--- src/assert_macros.svh ---
// ---------------------------------------------------------------------------
// assert_macros.svh
// concurrent assertion helpers, compiled out when NO_ASSERTIONS is defined
// ---------------------------------------------------------------------------
`ifndef ASSERT_MACROS_SVH
`define ASSERT_MACROS_SVH

`ifndef NO_ASSERTIONS

// expression must hold at every clock edge outside reset
`define UPD_ASSERT(label, clk, rst, expr) \
  label: assert property (@(posedge clk) disable iff (rst) (expr)) \
    else $error("assertion failed");

// consequent must hold in the same cycle as the antecedent
`define UPD_ASSERT_IMP(label, clk, rst, ante, cons) \
  label: assert property (@(posedge clk) disable iff (rst) (ante) |-> (cons)) \
    else $error("assertion failed");

`else

`define UPD_ASSERT(label, clk, rst, expr)
`define UPD_ASSERT_IMP(label, clk, rst, ante, cons)

`endif

`endif

--- src/upd_pkg.sv ---
// ---------------------------------------------------------------------------
// upd_pkg
// shared types, constants and helpers of the url percent decoder
// ---------------------------------------------------------------------------
`default_nettype none

package upd_pkg;

  localparam logic [7:0] CH_PERCENT = 8'h25;
  localparam logic [7:0] CH_PLUS    = 8'h2B;
  localparam logic [7:0] CH_SPACE   = 8'h20;

  localparam int CFG_DATA_W  = 16;
  localparam int QUEUE_DEPTH = 4;
  localparam int QUEUE_AW    = $clog2(QUEUE_DEPTH);

  typedef enum logic [1:0] {
    KIND_DATA = 2'd0,
    KIND_TERM = 2'd1,
    KIND_FULL = 2'd2
  } kind_t;

  // work for the back end: up to three candidate bytes, then an optional end
  typedef struct packed {
    logic [2:0][7:0] bytes;
    logic [1:0]      count;
    logic            is_end;
  } plan_t;

  typedef struct packed {
    logic              full;
    logic [QUEUE_AW:0] level;
  } queue_status_t;

  function automatic logic is_hex(input logic [7:0] c);
    return (c inside {[8'h30:8'h39], [8'h41:8'h46], [8'h61:8'h66]});
  endfunction

  // letters have low nibble 1..6, so adding 9 gives 10..15
  function automatic logic [3:0] hex_val(input logic [7:0] c);
    logic [3:0] v;
    if (c inside {[8'h30:8'h39]}) begin
      v = c[3:0];
    end else begin
      v = c[3:0] + 4'd9;
    end
    return v;
  endfunction

endpackage

`default_nettype wire

--- src/url_percent_decoder.sv ---
// ---------------------------------------------------------------------------
// url_percent_decoder
// streaming form-urlencoded decoder with output capacity limit
// ---------------------------------------------------------------------------
// usage: source characters enter on in_valid/in_ready, one per transfer, and
// a transfer with end_of_string high closes the string. decoded bytes leave
// on out_valid/out_ready with result_kind and last; the end item gives one
// final result (terminator, or end mark when capacity is used up) with last.
// output_capacity is written on cfg_valid/cfg_ready between strings.
// path: the input transfer writes the plan queue, and out_valid rises once
// the output register is later loaded from the queue head.
// throughput: one input per cycle while each item yields at most one result
// and out_ready stays high; the back end walks one candidate byte per cycle
// while the output is not stalled, so a malformed escape that flushes held
// characters takes one slot per flushed byte there, up to three bytes,
// absorbed by the four-entry plan queue. dropped bytes past capacity also
// take their slot. reset clears held escape state, byte count, queue and
// out_valid and sets the capacity to all ones. when the receiver stalls the
// output register holds, the queue fills, and in_ready drops once it is full.
// ---------------------------------------------------------------------------
`default_nettype none

`include "assert_macros.svh"

module url_percent_decoder #(
  parameter int CAPACITY_BITS = 16
) (
  input  wire                               clk,
  input  wire                               rst,
  input  wire                               cfg_valid,
  output logic                              cfg_ready,
  input  wire  [upd_pkg::CFG_DATA_W-1:0]    output_capacity,
  input  wire                               in_valid,
  output logic                              in_ready,
  input  wire  [7:0]                        in_byte,
  input  wire                               end_of_string,
  output logic                              out_valid,
  input  wire                               out_ready,
  output logic [7:0]                        out_byte,
  output upd_pkg::kind_t                    result_kind,
  output logic                              last
);
  import upd_pkg::*;

  localparam int EXT_W = (CAPACITY_BITS > CFG_DATA_W) ? CAPACITY_BITS : CFG_DATA_W;

  logic [CAPACITY_BITS-1:0] capacity;
  logic [EXT_W-1:0]         cap_ext;
  logic [CAPACITY_BITS-1:0] written_count;
  queue_status_t            q_status;
  plan_t                    plan;
  plan_t                    head_plan;
  logic                     push;
  logic                     pop;
  logic                     head_valid;

  assign cfg_ready = 1'b1;
  assign cap_ext   = EXT_W'(output_capacity);

  always_ff @(posedge clk) begin
    if (rst) begin
      capacity <= '1;
    end else if (cfg_valid && cfg_ready) begin
      capacity <= cap_ext[CAPACITY_BITS-1:0];
    end
  end

  upd_front u_front (
    .clk          (clk),
    .rst          (rst),
    .in_valid     (in_valid),
    .in_ready     (in_ready),
    .in_byte      (in_byte),
    .end_of_string(end_of_string),
    .q_status     (q_status),
    .push         (push),
    .plan         (plan)
  );

  upd_queue u_queue (
    .clk       (clk),
    .rst       (rst),
    .push      (push),
    .push_plan (plan),
    .pop       (pop),
    .head_valid(head_valid),
    .head_plan (head_plan),
    .status    (q_status)
  );

  upd_back #(
    .CAPACITY_BITS(CAPACITY_BITS)
  ) u_back (
    .clk          (clk),
    .rst          (rst),
    .head_valid   (head_valid),
    .head_plan    (head_plan),
    .pop          (pop),
    .capacity     (capacity),
    .written_count(written_count),
    .out_valid    (out_valid),
    .out_ready    (out_ready),
    .out_byte     (out_byte),
    .result_kind  (result_kind),
    .last         (last)
  );

  // last marks exactly the terminator or end-mark result
  `UPD_ASSERT_IMP(a_last_kind, clk, rst, out_valid, last == (result_kind != KIND_DATA))
  `UPD_ASSERT_IMP(a_kind_legal, clk, rst, out_valid, result_kind <= KIND_FULL)
  // the byte count restarts once the end result is loaded
  `UPD_ASSERT_IMP(a_count_cleared, clk, rst, out_valid && last, written_count == '0)
  // a pending data byte has been counted
  `UPD_ASSERT_IMP(a_data_counted, clk, rst, out_valid && !last, written_count != '0)
  `UPD_ASSERT(a_queue_level, clk, rst, q_status.level <= (QUEUE_AW+1)'(QUEUE_DEPTH))

endmodule

`default_nettype wire

--- src/upd_front.sv ---
// ---------------------------------------------------------------------------
// upd_front
// accepts source characters, tracks held escape state, builds output plans
// ---------------------------------------------------------------------------
`default_nettype none

module upd_front (
  input  wire                   clk,
  input  wire                   rst,
  input  wire                   in_valid,
  output logic                  in_ready,
  input  wire  [7:0]            in_byte,
  input  wire                   end_of_string,
  input  upd_pkg::queue_status_t q_status,
  output logic                  push,
  output upd_pkg::plan_t        plan
);
  import upd_pkg::*;

  logic [1:0] held_count;
  logic [1:0] held_count_next;
  logic [7:0] held_first;
  logic [7:0] held_first_next;

  logic       fresh_hold;
  logic [7:0] fresh_byte;
  logic [1:0] fresh_n;
  logic       accept;

  assign in_ready = !q_status.full;
  assign accept   = in_valid && in_ready;
  assign push     = accept && (plan.count != 2'd0 || plan.is_end);

  // what a character does when nothing is held
  always_comb begin
    fresh_hold = (in_byte == CH_PERCENT);
    fresh_byte = (in_byte == CH_PLUS) ? CH_SPACE : in_byte;
    fresh_n    = fresh_hold ? 2'd0 : 2'd1;
  end

  always_comb begin
    plan            = '0;
    held_count_next = held_count;
    held_first_next = held_first;
    if (end_of_string) begin
      plan.is_end     = 1'b1;
      plan.bytes[0]   = CH_PERCENT;
      plan.bytes[1]   = held_first;
      plan.count      = (held_count == 2'd3) ? 2'd2 : held_count;
      held_count_next = 2'd0;
    end else begin
      case (held_count)
        2'd0: begin
          plan.bytes[0]   = fresh_byte;
          plan.count      = fresh_n;
          held_count_next = fresh_hold ? 2'd1 : 2'd0;
        end
        2'd1: begin
          if (is_hex(in_byte)) begin
            held_count_next = 2'd2;
            held_first_next = in_byte;
          end else begin
            plan.bytes[0]   = CH_PERCENT;
            plan.bytes[1]   = fresh_byte;
            plan.count      = 2'd1 + fresh_n;
            held_count_next = fresh_hold ? 2'd1 : 2'd0;
          end
        end
        default: begin
          if (is_hex(in_byte) && is_hex(held_first)) begin
            plan.bytes[0]   = {hex_val(held_first), hex_val(in_byte)};
            plan.count      = 2'd1;
            held_count_next = 2'd0;
          end else begin
            // malformed escape: flush both held chars, then rescan this one
            plan.bytes[0]   = CH_PERCENT;
            plan.bytes[1]   = held_first;
            plan.bytes[2]   = fresh_byte;
            plan.count      = 2'd2 + fresh_n;
            held_count_next = fresh_hold ? 2'd1 : 2'd0;
          end
        end
      endcase
    end
  end

  always_ff @(posedge clk) begin
    if (rst) begin
      held_count <= 2'd0;
      held_first <= 8'd0;
    end else if (accept) begin
      held_count <= held_count_next;
      held_first <= held_first_next;
    end
  end

endmodule

`default_nettype wire

--- src/upd_queue.sv ---
// ---------------------------------------------------------------------------
// upd_queue
// short plan queue decoupling the front end from the back end
// ---------------------------------------------------------------------------
`default_nettype none

module upd_queue (
  input  wire                    clk,
  input  wire                    rst,
  input  wire                    push,
  input  upd_pkg::plan_t         push_plan,
  input  wire                    pop,
  output logic                   head_valid,
  output upd_pkg::plan_t         head_plan,
  output upd_pkg::queue_status_t status
);
  import upd_pkg::*;

  plan_t               entries [QUEUE_DEPTH];
  logic [QUEUE_AW-1:0] wr_ptr;
  logic [QUEUE_AW-1:0] rd_ptr;
  logic [QUEUE_AW:0]   level;
  logic                do_push;
  logic                do_pop;

  assign status.level = level;
  assign status.full  = (level == (QUEUE_AW+1)'(QUEUE_DEPTH));
  assign head_valid   = (level != '0);
  assign head_plan    = entries[rd_ptr];

  assign do_push = push && !status.full;
  assign do_pop  = pop && head_valid;

  always_ff @(posedge clk) begin
    if (do_push) begin
      entries[wr_ptr] <= push_plan;
    end
  end

  always_ff @(posedge clk) begin
    if (rst) begin
      wr_ptr <= '0;
      rd_ptr <= '0;
      level  <= '0;
    end else begin
      if (do_push) begin
        wr_ptr <= wr_ptr + 1'b1;
      end
      if (do_pop) begin
        rd_ptr <= rd_ptr + 1'b1;
      end
      if (do_push && !do_pop) begin
        level <= level + 1'b1;
      end else if (do_pop && !do_push) begin
        level <= level - 1'b1;
      end
    end
  end

endmodule

`default_nettype wire

--- src/upd_back.sv ---
// ---------------------------------------------------------------------------
// upd_back
// walks queued plans one byte per cycle unless the output stalls, applies capacity, drives results
// ---------------------------------------------------------------------------
`default_nettype none

module upd_back #(
  parameter int CAPACITY_BITS = 16
) (
  input  wire                      clk,
  input  wire                      rst,
  input  wire                      head_valid,
  input  upd_pkg::plan_t           head_plan,
  output logic                     pop,
  input  wire  [CAPACITY_BITS-1:0] capacity,
  output logic [CAPACITY_BITS-1:0] written_count,
  output logic                     out_valid,
  input  wire                      out_ready,
  output logic [7:0]               out_byte,
  output upd_pkg::kind_t           result_kind,
  output logic                     last
);
  import upd_pkg::*;

  logic [1:0]               idx;
  logic [1:0]               idx_next;
  logic [CAPACITY_BITS-1:0] written_count_next;
  logic                     adv;
  logic                     is_data;
  logic                     fits;
  logic                     emit;
  logic [7:0]               emit_byte;
  kind_t                    emit_kind;
  logic                     emit_last;

  assign adv     = head_valid && (!out_valid || out_ready);
  assign is_data = (idx < head_plan.count);
  assign fits    = (written_count < capacity);

  always_comb begin
    idx_next           = idx;
    written_count_next = written_count;
    pop                = 1'b0;
    emit               = 1'b0;
    emit_byte          = 8'd0;
    emit_kind          = KIND_DATA;
    emit_last          = 1'b0;
    if (adv) begin
      if (is_data) begin
        // a byte past capacity is dropped but still uses its slot
        emit      = fits;
        emit_byte = head_plan.bytes[idx];
        if (fits) begin
          written_count_next = written_count + 1'b1;
        end
        if ({1'b0, idx} + 3'd1 == {1'b0, head_plan.count} && !head_plan.is_end) begin
          pop      = 1'b1;
          idx_next = 2'd0;
        end else begin
          idx_next = idx + 2'd1;
        end
      end else begin
        emit               = 1'b1;
        emit_kind          = fits ? KIND_TERM : KIND_FULL;
        emit_last          = 1'b1;
        written_count_next = '0;
        pop                = 1'b1;
        idx_next           = 2'd0;
      end
    end
  end

  always_ff @(posedge clk) begin
    if (rst) begin
      idx           <= 2'd0;
      written_count <= '0;
      out_valid     <= 1'b0;
    end else begin
      idx           <= idx_next;
      written_count <= written_count_next;
      if (!out_valid || out_ready) begin
        out_valid <= emit;
      end
    end
  end

  always_ff @(posedge clk) begin
    if (emit) begin
      out_byte    <= emit_byte;
      result_kind <= emit_kind;
      last        <= emit_last;
    end
  end

endmodule

`default_nettype wire

--- config.mk ---
export PLATFORM = sky130hd
export DESIGN_NAME = url_percent_decoder
export DESIGN_NICKNAME = d
export VERILOG_FILES = /design/src/upd_pkg.sv /design/src/url_percent_decoder.sv /design/src/upd_front.sv /design/src/upd_queue.sv /design/src/upd_back.sv
export VERILOG_INCLUDE_DIRS = /design/src /design/src/src
export SDC_FILE = /design/constraint.sdc
export NUM_CORES = 1
export LEC_CHECK = 0
export CAP_MARGIN = 20
export CORE_AREA = 5 5 134 123
export CTS_CLUSTER_DIAMETER = 80
export CTS_CLUSTER_SIZE = 24
export DETAILED_ROUTE_END_ITERATION = 8
export DIE_AREA = 0 0 139 128
export DONT_BUFFER_PORTS = 1
export PLACE_DENSITY = 0.69
export SLEW_MARGIN = 40
export SYNTH_ARGS = -nofsm -noshare
export SYNTH_HDL_FRONTEND = slang
export SYNTH_SLANG_ARGS = --single-unit
--- constraint.sdc ---
create_clock -name clk -period 4.1 [get_ports clk]
set_input_delay 0 -clock clk [delete_from_list [all_inputs] [get_ports clk]]
set_output_delay 0 -clock clk [all_outputs]
set_load 0.05 [all_outputs]
======== Yosys cells after proc, flatten, opt, wreduce, memory -nomap -nowiden ========
Memory sizes are Yosys's and may differ from the RTL's. A register that Yosys moved wholly into a read port is not among the register bits.
Cells that the tools add are included.
W data, S select, Z words.
storage, ports and cells
  register bits after elaboration ......... 63
  RAM bits ................................ 108
  output and inout port bits .............. 14
  logic and storage cells ................. 119
  memories ................................ 1
memories
  name             words  bits a word  rd ports  clocked after memory_dff  write ports  RTL line         RTL
  u_queue.entries  4      27           1         1                         1            upd_queue.sv:19  plan_t entries [QUEUE_DEPTH];
operators by class
  $add $sub $neg .......................... 11
  $lt $le $gt $ge ......................... 15
  equal/unequal tests ..................... 7
  mux-type cells .......................... 38
  bitwise operators ....................... 2
  reductions and logical operators ........ 33
operator list
  kind                     count
  $mux W16                 3
  $mux W18                 2
  $ge A8 B7 Y1 const B     4
  $le A8 B7 Y1 const B     4
  $mux W8                  4
  $pmux W10 S2             1
  $mux W2                  9
  $add A16 B1 Y16 const B  1
  $bmux W8 S2              1
  $eq A8 B6 Y1 const B     2
  $ge A8 B6 Y1 const B     2
  $le A8 B6 Y1 const B     2
  $lt A16 B16 Y1           1
  $pmux W8 S2              1
  $logic_and A1 B1 Y1      15
  $mux W1                  11
  $mux W10                 1
  $reduce_bool A3 Y1       3
  $add A4 B4 Y4 const B    2
  $mux W4                  2
  $add A2 B1 Y2 const B    3
  $mux W3                  2
  $logic_not A1 Y1         5
  $pmux W2 S2              1
  19 further kinds         24

======== Longest topological paths before layout ========
  depth in word-level cells ............... 15
  mapped depth ............................ 15
  depth with buffers taken out ............ 14

======== Modules after synthesis ========
Synthesis repeated with hierarchy kept, for this count alone.
second synthesis, totals
  cells, all modules ...................... 654
  area total of the unflattened synthesis .. 8389.3 um2
modules (own cells, without submodules)
  module               times used  cells each  area an instance (um2)  seq. area each (um2)
  upd_queue            1           189         4390.5                  3423.3
  upd_back             1           239         2070.7                  710.7
  upd_front            1           171         1317.5                  200.2
  url_percent_decoder  1           55          610.6                   320.3

======== Worst setup path after synthesis ========
Ideal clock, no wire load.
  path type ............................... input to register
  start ................................... in in_byte[1]
  end ..................................... mem u_queue.entries[0][0] (netlist bit), enable pin
  library setup time ...................... 0.414 ns
  arrival ................................. 2.895 ns
  setup slack ............................. 0.791 ns
  cell stages on the path ................. 9
  buffers on the path ..................... 1
  path through ............................ clkbuf_1 inv_1 ha_1 nor3b_1 and4bb_2 a21oi_2 nor4_1 o32a_1 nor2b_1
between the ends
  word-level cells in the longest chain between the ends .. 13
  elaborated cells between the ends (all ways) .. 25
RTL lines
  element                                     RTL line                   RTL
  from (decl)                                 url_percent_decoder.sv:35  input wire [7:0] in_byte,
  $ge A8 B6 Y1, or another cell as far along  upd_pkg.sv:36              return (c inside {[8'h30:8'h39], [8'h41:8'h46], [8'h61:8'h66]});
  $logic_and A1 B1 Y1                         upd_pkg.sv:36
  $reduce_bool A3 Y1                          upd_pkg.sv:36
  $logic_and A1 B1 Y1                         upd_front.sv:70            if (is_hex(in_byte) && is_hex(held_first)) begin
  $mux W10                                    upd_front.sv:70
  $pmux W10 S2 *                              upd_front.sv:52            case (held_count)
  $mux W18 *                                  upd_front.sv:45            if (end_of_string) begin
  $reduce_bool A2 Y1 *                        upd_front.sv:32            assign push = accept && (plan.count != 2'd0 || plan.is_end);
  $logic_or A1 B1 Y1 *                        upd_front.sv:32
  $logic_and A1 B1 Y1 *                       upd_front.sv:32
  $logic_and A1 B1 Y1 *                       upd_queue.sv:31            assign do_push = push && !status.full;
  $mux W1 *                                   upd_queue.sv:35            if (do_push) begin
  $mux W1 (not written as such) *             upd_queue.sv:36            entries[wr_ptr] <= push_plan;
  to (decl)                                   upd_queue.sv:19
Every way passes the cells marked *; elsewhere a longest branch is shown, timed or not.

==> results.toml <==
[power]
pwr-share-clk_pct = 31.5
ir_drop_v = 0.000327
p_int_mw = 3.48
switching_power_mw = 1.51
combPwrFrac_pct = 20.4
p_per_area_nw_per_um2 = 544
p_sw_share_pct = 30.3
power.total_mw = 4.99
p_seq_share_pct = 48.2
p_leak_nw = 3.42

[worst_setup_path]
slowest_stage = "mux4_2"
cp_data_required_time_ns = 4.45
ff2ff_path_depth = 13
path_class = "flip-flop to flip-flop"
worstSetupEndpoint = "u_queue.level[2]$_SDFFE_PP0P_"
critPathCaptureType = "flip-flop"
crit_chain = "mux4_2, inv_1, ha_1, a21oi_1, buf_4, o41a_1, nand2b_1, ha_1, inv_1, fa_1, xor2_1, or3_1, a21oi_1"
start_kind = "flip-flop"
ff2ff_setup_slack_ns = 0.79
path_delay_family = "adder cells"
critical_path_buf_inv_count = 3
cp.arrival_ns = 3.66
cp.depth = 13
rr_endpoint = "u_queue.level[2]$_SDFFE_PP0P_"
cp_max_fo = 15
slowest_delay_ns = 0.53

[global_routing]
grtUsageTotal_pct = 20.0
grt_overflow_total = 0
grt_max_degree = 37
grt_antenna_before_repair = 0
grt_pass1_wl_um = 27700
grt_pass1_vias = 5182

[worst_hold_path]
hold_path_class = "primary input to flip-flop"

[synthesis]
synthTopCellsByArea = "edfxtp_1 44%, dfxtp_1 13%, mux4_2 7.0%, ha_1 5.0%, mux2i_1 3.5%"
synthArstFlopShare_pct = 0
seq_area_frac_synth_pct = 57.9
synth_flop_cell = "edfxtp_1"
synth_top_area_share_pct = 44.4
ys_seq_elements = 173
synth_cell_type_count = 61
synth_area_um2 = 8040
syn_avg_cell_area_um2 = 12.6
synth-edff-count = 119
syn_inst = 638
ys.warnings.count = 0
syn_nets = 701
synth_top_cell_by_area = "edfxtp_1"

[sta]
hold_violations = 0
rsz0062_at_grt = "no"
setup_ws_ns = 0.791
finClkSkew_ns = 0.00977
max_slew_margin_pct = 46.0
holdWs_ns = 0.0246
final-setup-viol-count = 0
slew_violations = 0
finalCriticalPeriod_ns = 3.31
worst_pin_slew_ns = 0.807
max_freq_mhz = 302
tns_ns = 0
period_share_pct = 80.7

[drt]
avgRoutedWirePerCell_um = 19.3
vias = 5255
drt_iter0_drc = 548
drtPass1Iterations = 5
m1WireLength_um = 7890
routed_wl_um = 17100
wl_met2_um = 7890
postRouteAntennaNets = 0
drc = 0
top_layer_used = "met4"
met3WireLength_um = 1140
via_per_inst = 5.94

[cts]
clockRootBuffer = "clkbuf_16"
cts_tree = "yes"
clock_latency_ns = 0.42
cts_buffer_depth = 2
cts.sinks = 173
numCtsBuffers = 17
htree_levels = 4
path_clk_slew_ns = 0.06

[layout]
stdcell_count = 885
nNetsFinal = 733
nFillCells = 1168
regArea_um2 = 4660
stdcell_area_um2 = 9180
num_antenna_cells = 0
fin_util_pct = 61.0
multiInputGateArea_um2 = 3130
drive_gt1_share_pct = 11.7
area_growth_pct = 14.2

[placement]
place_hpwl_um = 11100
gp_congestion = 0.836
placed_cell_area_um2 = 8260
dp_slack_ns = 0.799
io_buffer_count = 0
dpl.cell_count = 820

[floorplan]
num_rows = 43
die_w_um = 139
start_util_pct = 53.4
io-pin-count = 44
die-area_um2 = 17800
coreArea_um2 = 15100
die_y_um = 128

[run_status]
status = "finished clean"

[run]
max-cap-violations = 0
[what timing repair did]
item / CTS / global route
hold buffers: 33 / 0
gates resized for setup: 0 / 0
endpoints found under the hold margin: 155 / 0
buffers inserted: 0 / 0
[per-layer routing]
layer,track usage [%],up-vias
li1,-,2452
met1,28.8,2583
met2,30.9,200
met3,5.48,20
met4,4.43,0
met5,0,-
[state kept, by name (all words and copies together), names as in the netlist, named ones only]
register,flops
capacity,16
u_back.idx,2
u_back.last,1
u_back.out_byte,8
u_back.out_valid,1
u_back.result_kind,2
u_back.written_count,16
u_front.held_count,2
u_front.held_first,8
u_queue.entries,108
u_queue.level,3
u_queue.rd_ptr,2
u_queue.wr_ptr,2
[layout by cell type (no fill, tap or decap), types with 4 or more instances in the layout]
cell type,Yosys,layout
nand2b_1,8,8
o21ai_0,19,19
and3_1,6,6
dlygate4sd3_1,0,31
clkbuf_8,0,4
and2_1,15,15
nand2_1,58,58
xor2_1,5,5
a211oi_1,4,4
dfxtp_1,54,53
xnor2_1,8,8
nor2_1,29,29
edfxtp_1,119,119
nor3_1,9,8
buf_4,1,11
nand3_1,14,14
o22ai_1,8,8
inv_1,38,38
nand4_1,4,4
or3_1,14,14
a22o_1,4,4
nor2b_2,0,4
mux2i_1,28,28
ha_1,32,32
o211ai_1,18,18
nor3b_1,5,5
mux4_2,25,25
clkbuf_16,0,18
a21oi_1,33,33
[power by group through the flow]
stage	clock [mW]	combinational [mW]	sequential, mW
3_5_place_dp	0	0.966	2.45
3_3_place_gp	0	0.936	2.43
6_report	1.57	1.02	2.40
5_1_grt	1.67	1.13	2.43
4_1_cts	1.59	1.03	2.41
2_1_floorplan	0	0.739	2.41
[how the worst min path moves through the flow]
stage | startpoint | end | slack [ns] | cells past startpoint
5_1_grt | end_of_string | u_queue.entries[0][18]$_DFFE_PP_ | 0.02 | 3
2_1_floorplan | in_byte[6] | u_front.held_first[4]$_SDFFE_PP0P_ | 0.09 | 1
3_3_place_gp | rst | u_back.idx[0]$_SDFFE_PP0P_ | 0.08 | 1
3_5_place_dp | rst | u_back.written_count[1]$_SDFFE_PP0P_ | 0.08 | 1
6_report | in_byte[1] | u_queue.entries[0][4]$_DFFE_PP_ | 0.02 | 3
4_1_cts | in_byte[1] | u_queue.entries[0][4]$_DFFE_PP_ | 0.005 | 3
[worst reg2reg max path: stages (launching register included)]
cell and delay (ns):
dfxtp_2 0.36, mux4_2 0.53, inv_1 0.07, ha_1 0.22
a21oi_1 0.13, buf_4 0.22, o41a_1 0.27, nand2b_1 0.17
ha_1 0.20, inv_1 0.06, fa_1 0.37, xor2_1 0.18
or3_1 0.32, a21oi_1 0.14
[cell type report]
cell class	instances	share of cell area (%)
Multi-Input combinational cell	395	34.1
Inverter	39	1.59
Tap cell	202	2.75
Sequential cell	173	50.7
Timing Repair Buffer	44	4.55
Clock buffer	28	5.79
Clock inverter	4	0.531
[synthesized netlist by cell type (2+ instances only)]
library cell,instances
nand4_1,4
o21bai_1,2
o21ai_0,19
a31oi_1,2
nand3_1,14
a211oi_1,4
a22o_1,4
and3_1,6
nor3b_1,5
o2111ai_1,3
o31ai_1,2
nand2b_1,8
clkbuf_1,25
xor2_1,5
nand2_1,58
buf_2,3
mux4_1,2
inv_1,38
a21o_1,2
nor2_1,29
nor3_1,9
xnor2_1,8
and4_1,3
o21a_1,2
o22ai_1,8
o211ai_1,18
edfxtp_1,119
mux4_2,25
a21oi_2,2
or3_1,14
a21oi_1,33
dfxtp_1,54
nor2b_1,6
mux2i_1,28
and2_1,15
a32o_1,3
ha_1,32
[logic make-up after synthesis]
family | after synthesis | synth area share, %
multiplexers | 56 | 11.3
adder cells (fa/ha/maj) | 33 | 5.23
AO/OA/AOI/OAI | 112 | 9.07
other | 1 | 0.0466
flip-flops | 173 | 57.9
XOR/XNOR | 13 | 1.42
AND/OR/NAND/NOR | 180 | 11.6
buffers and inverters | 70 | 3.45
No activity file was read; power rests on OpenSTA's default activity.
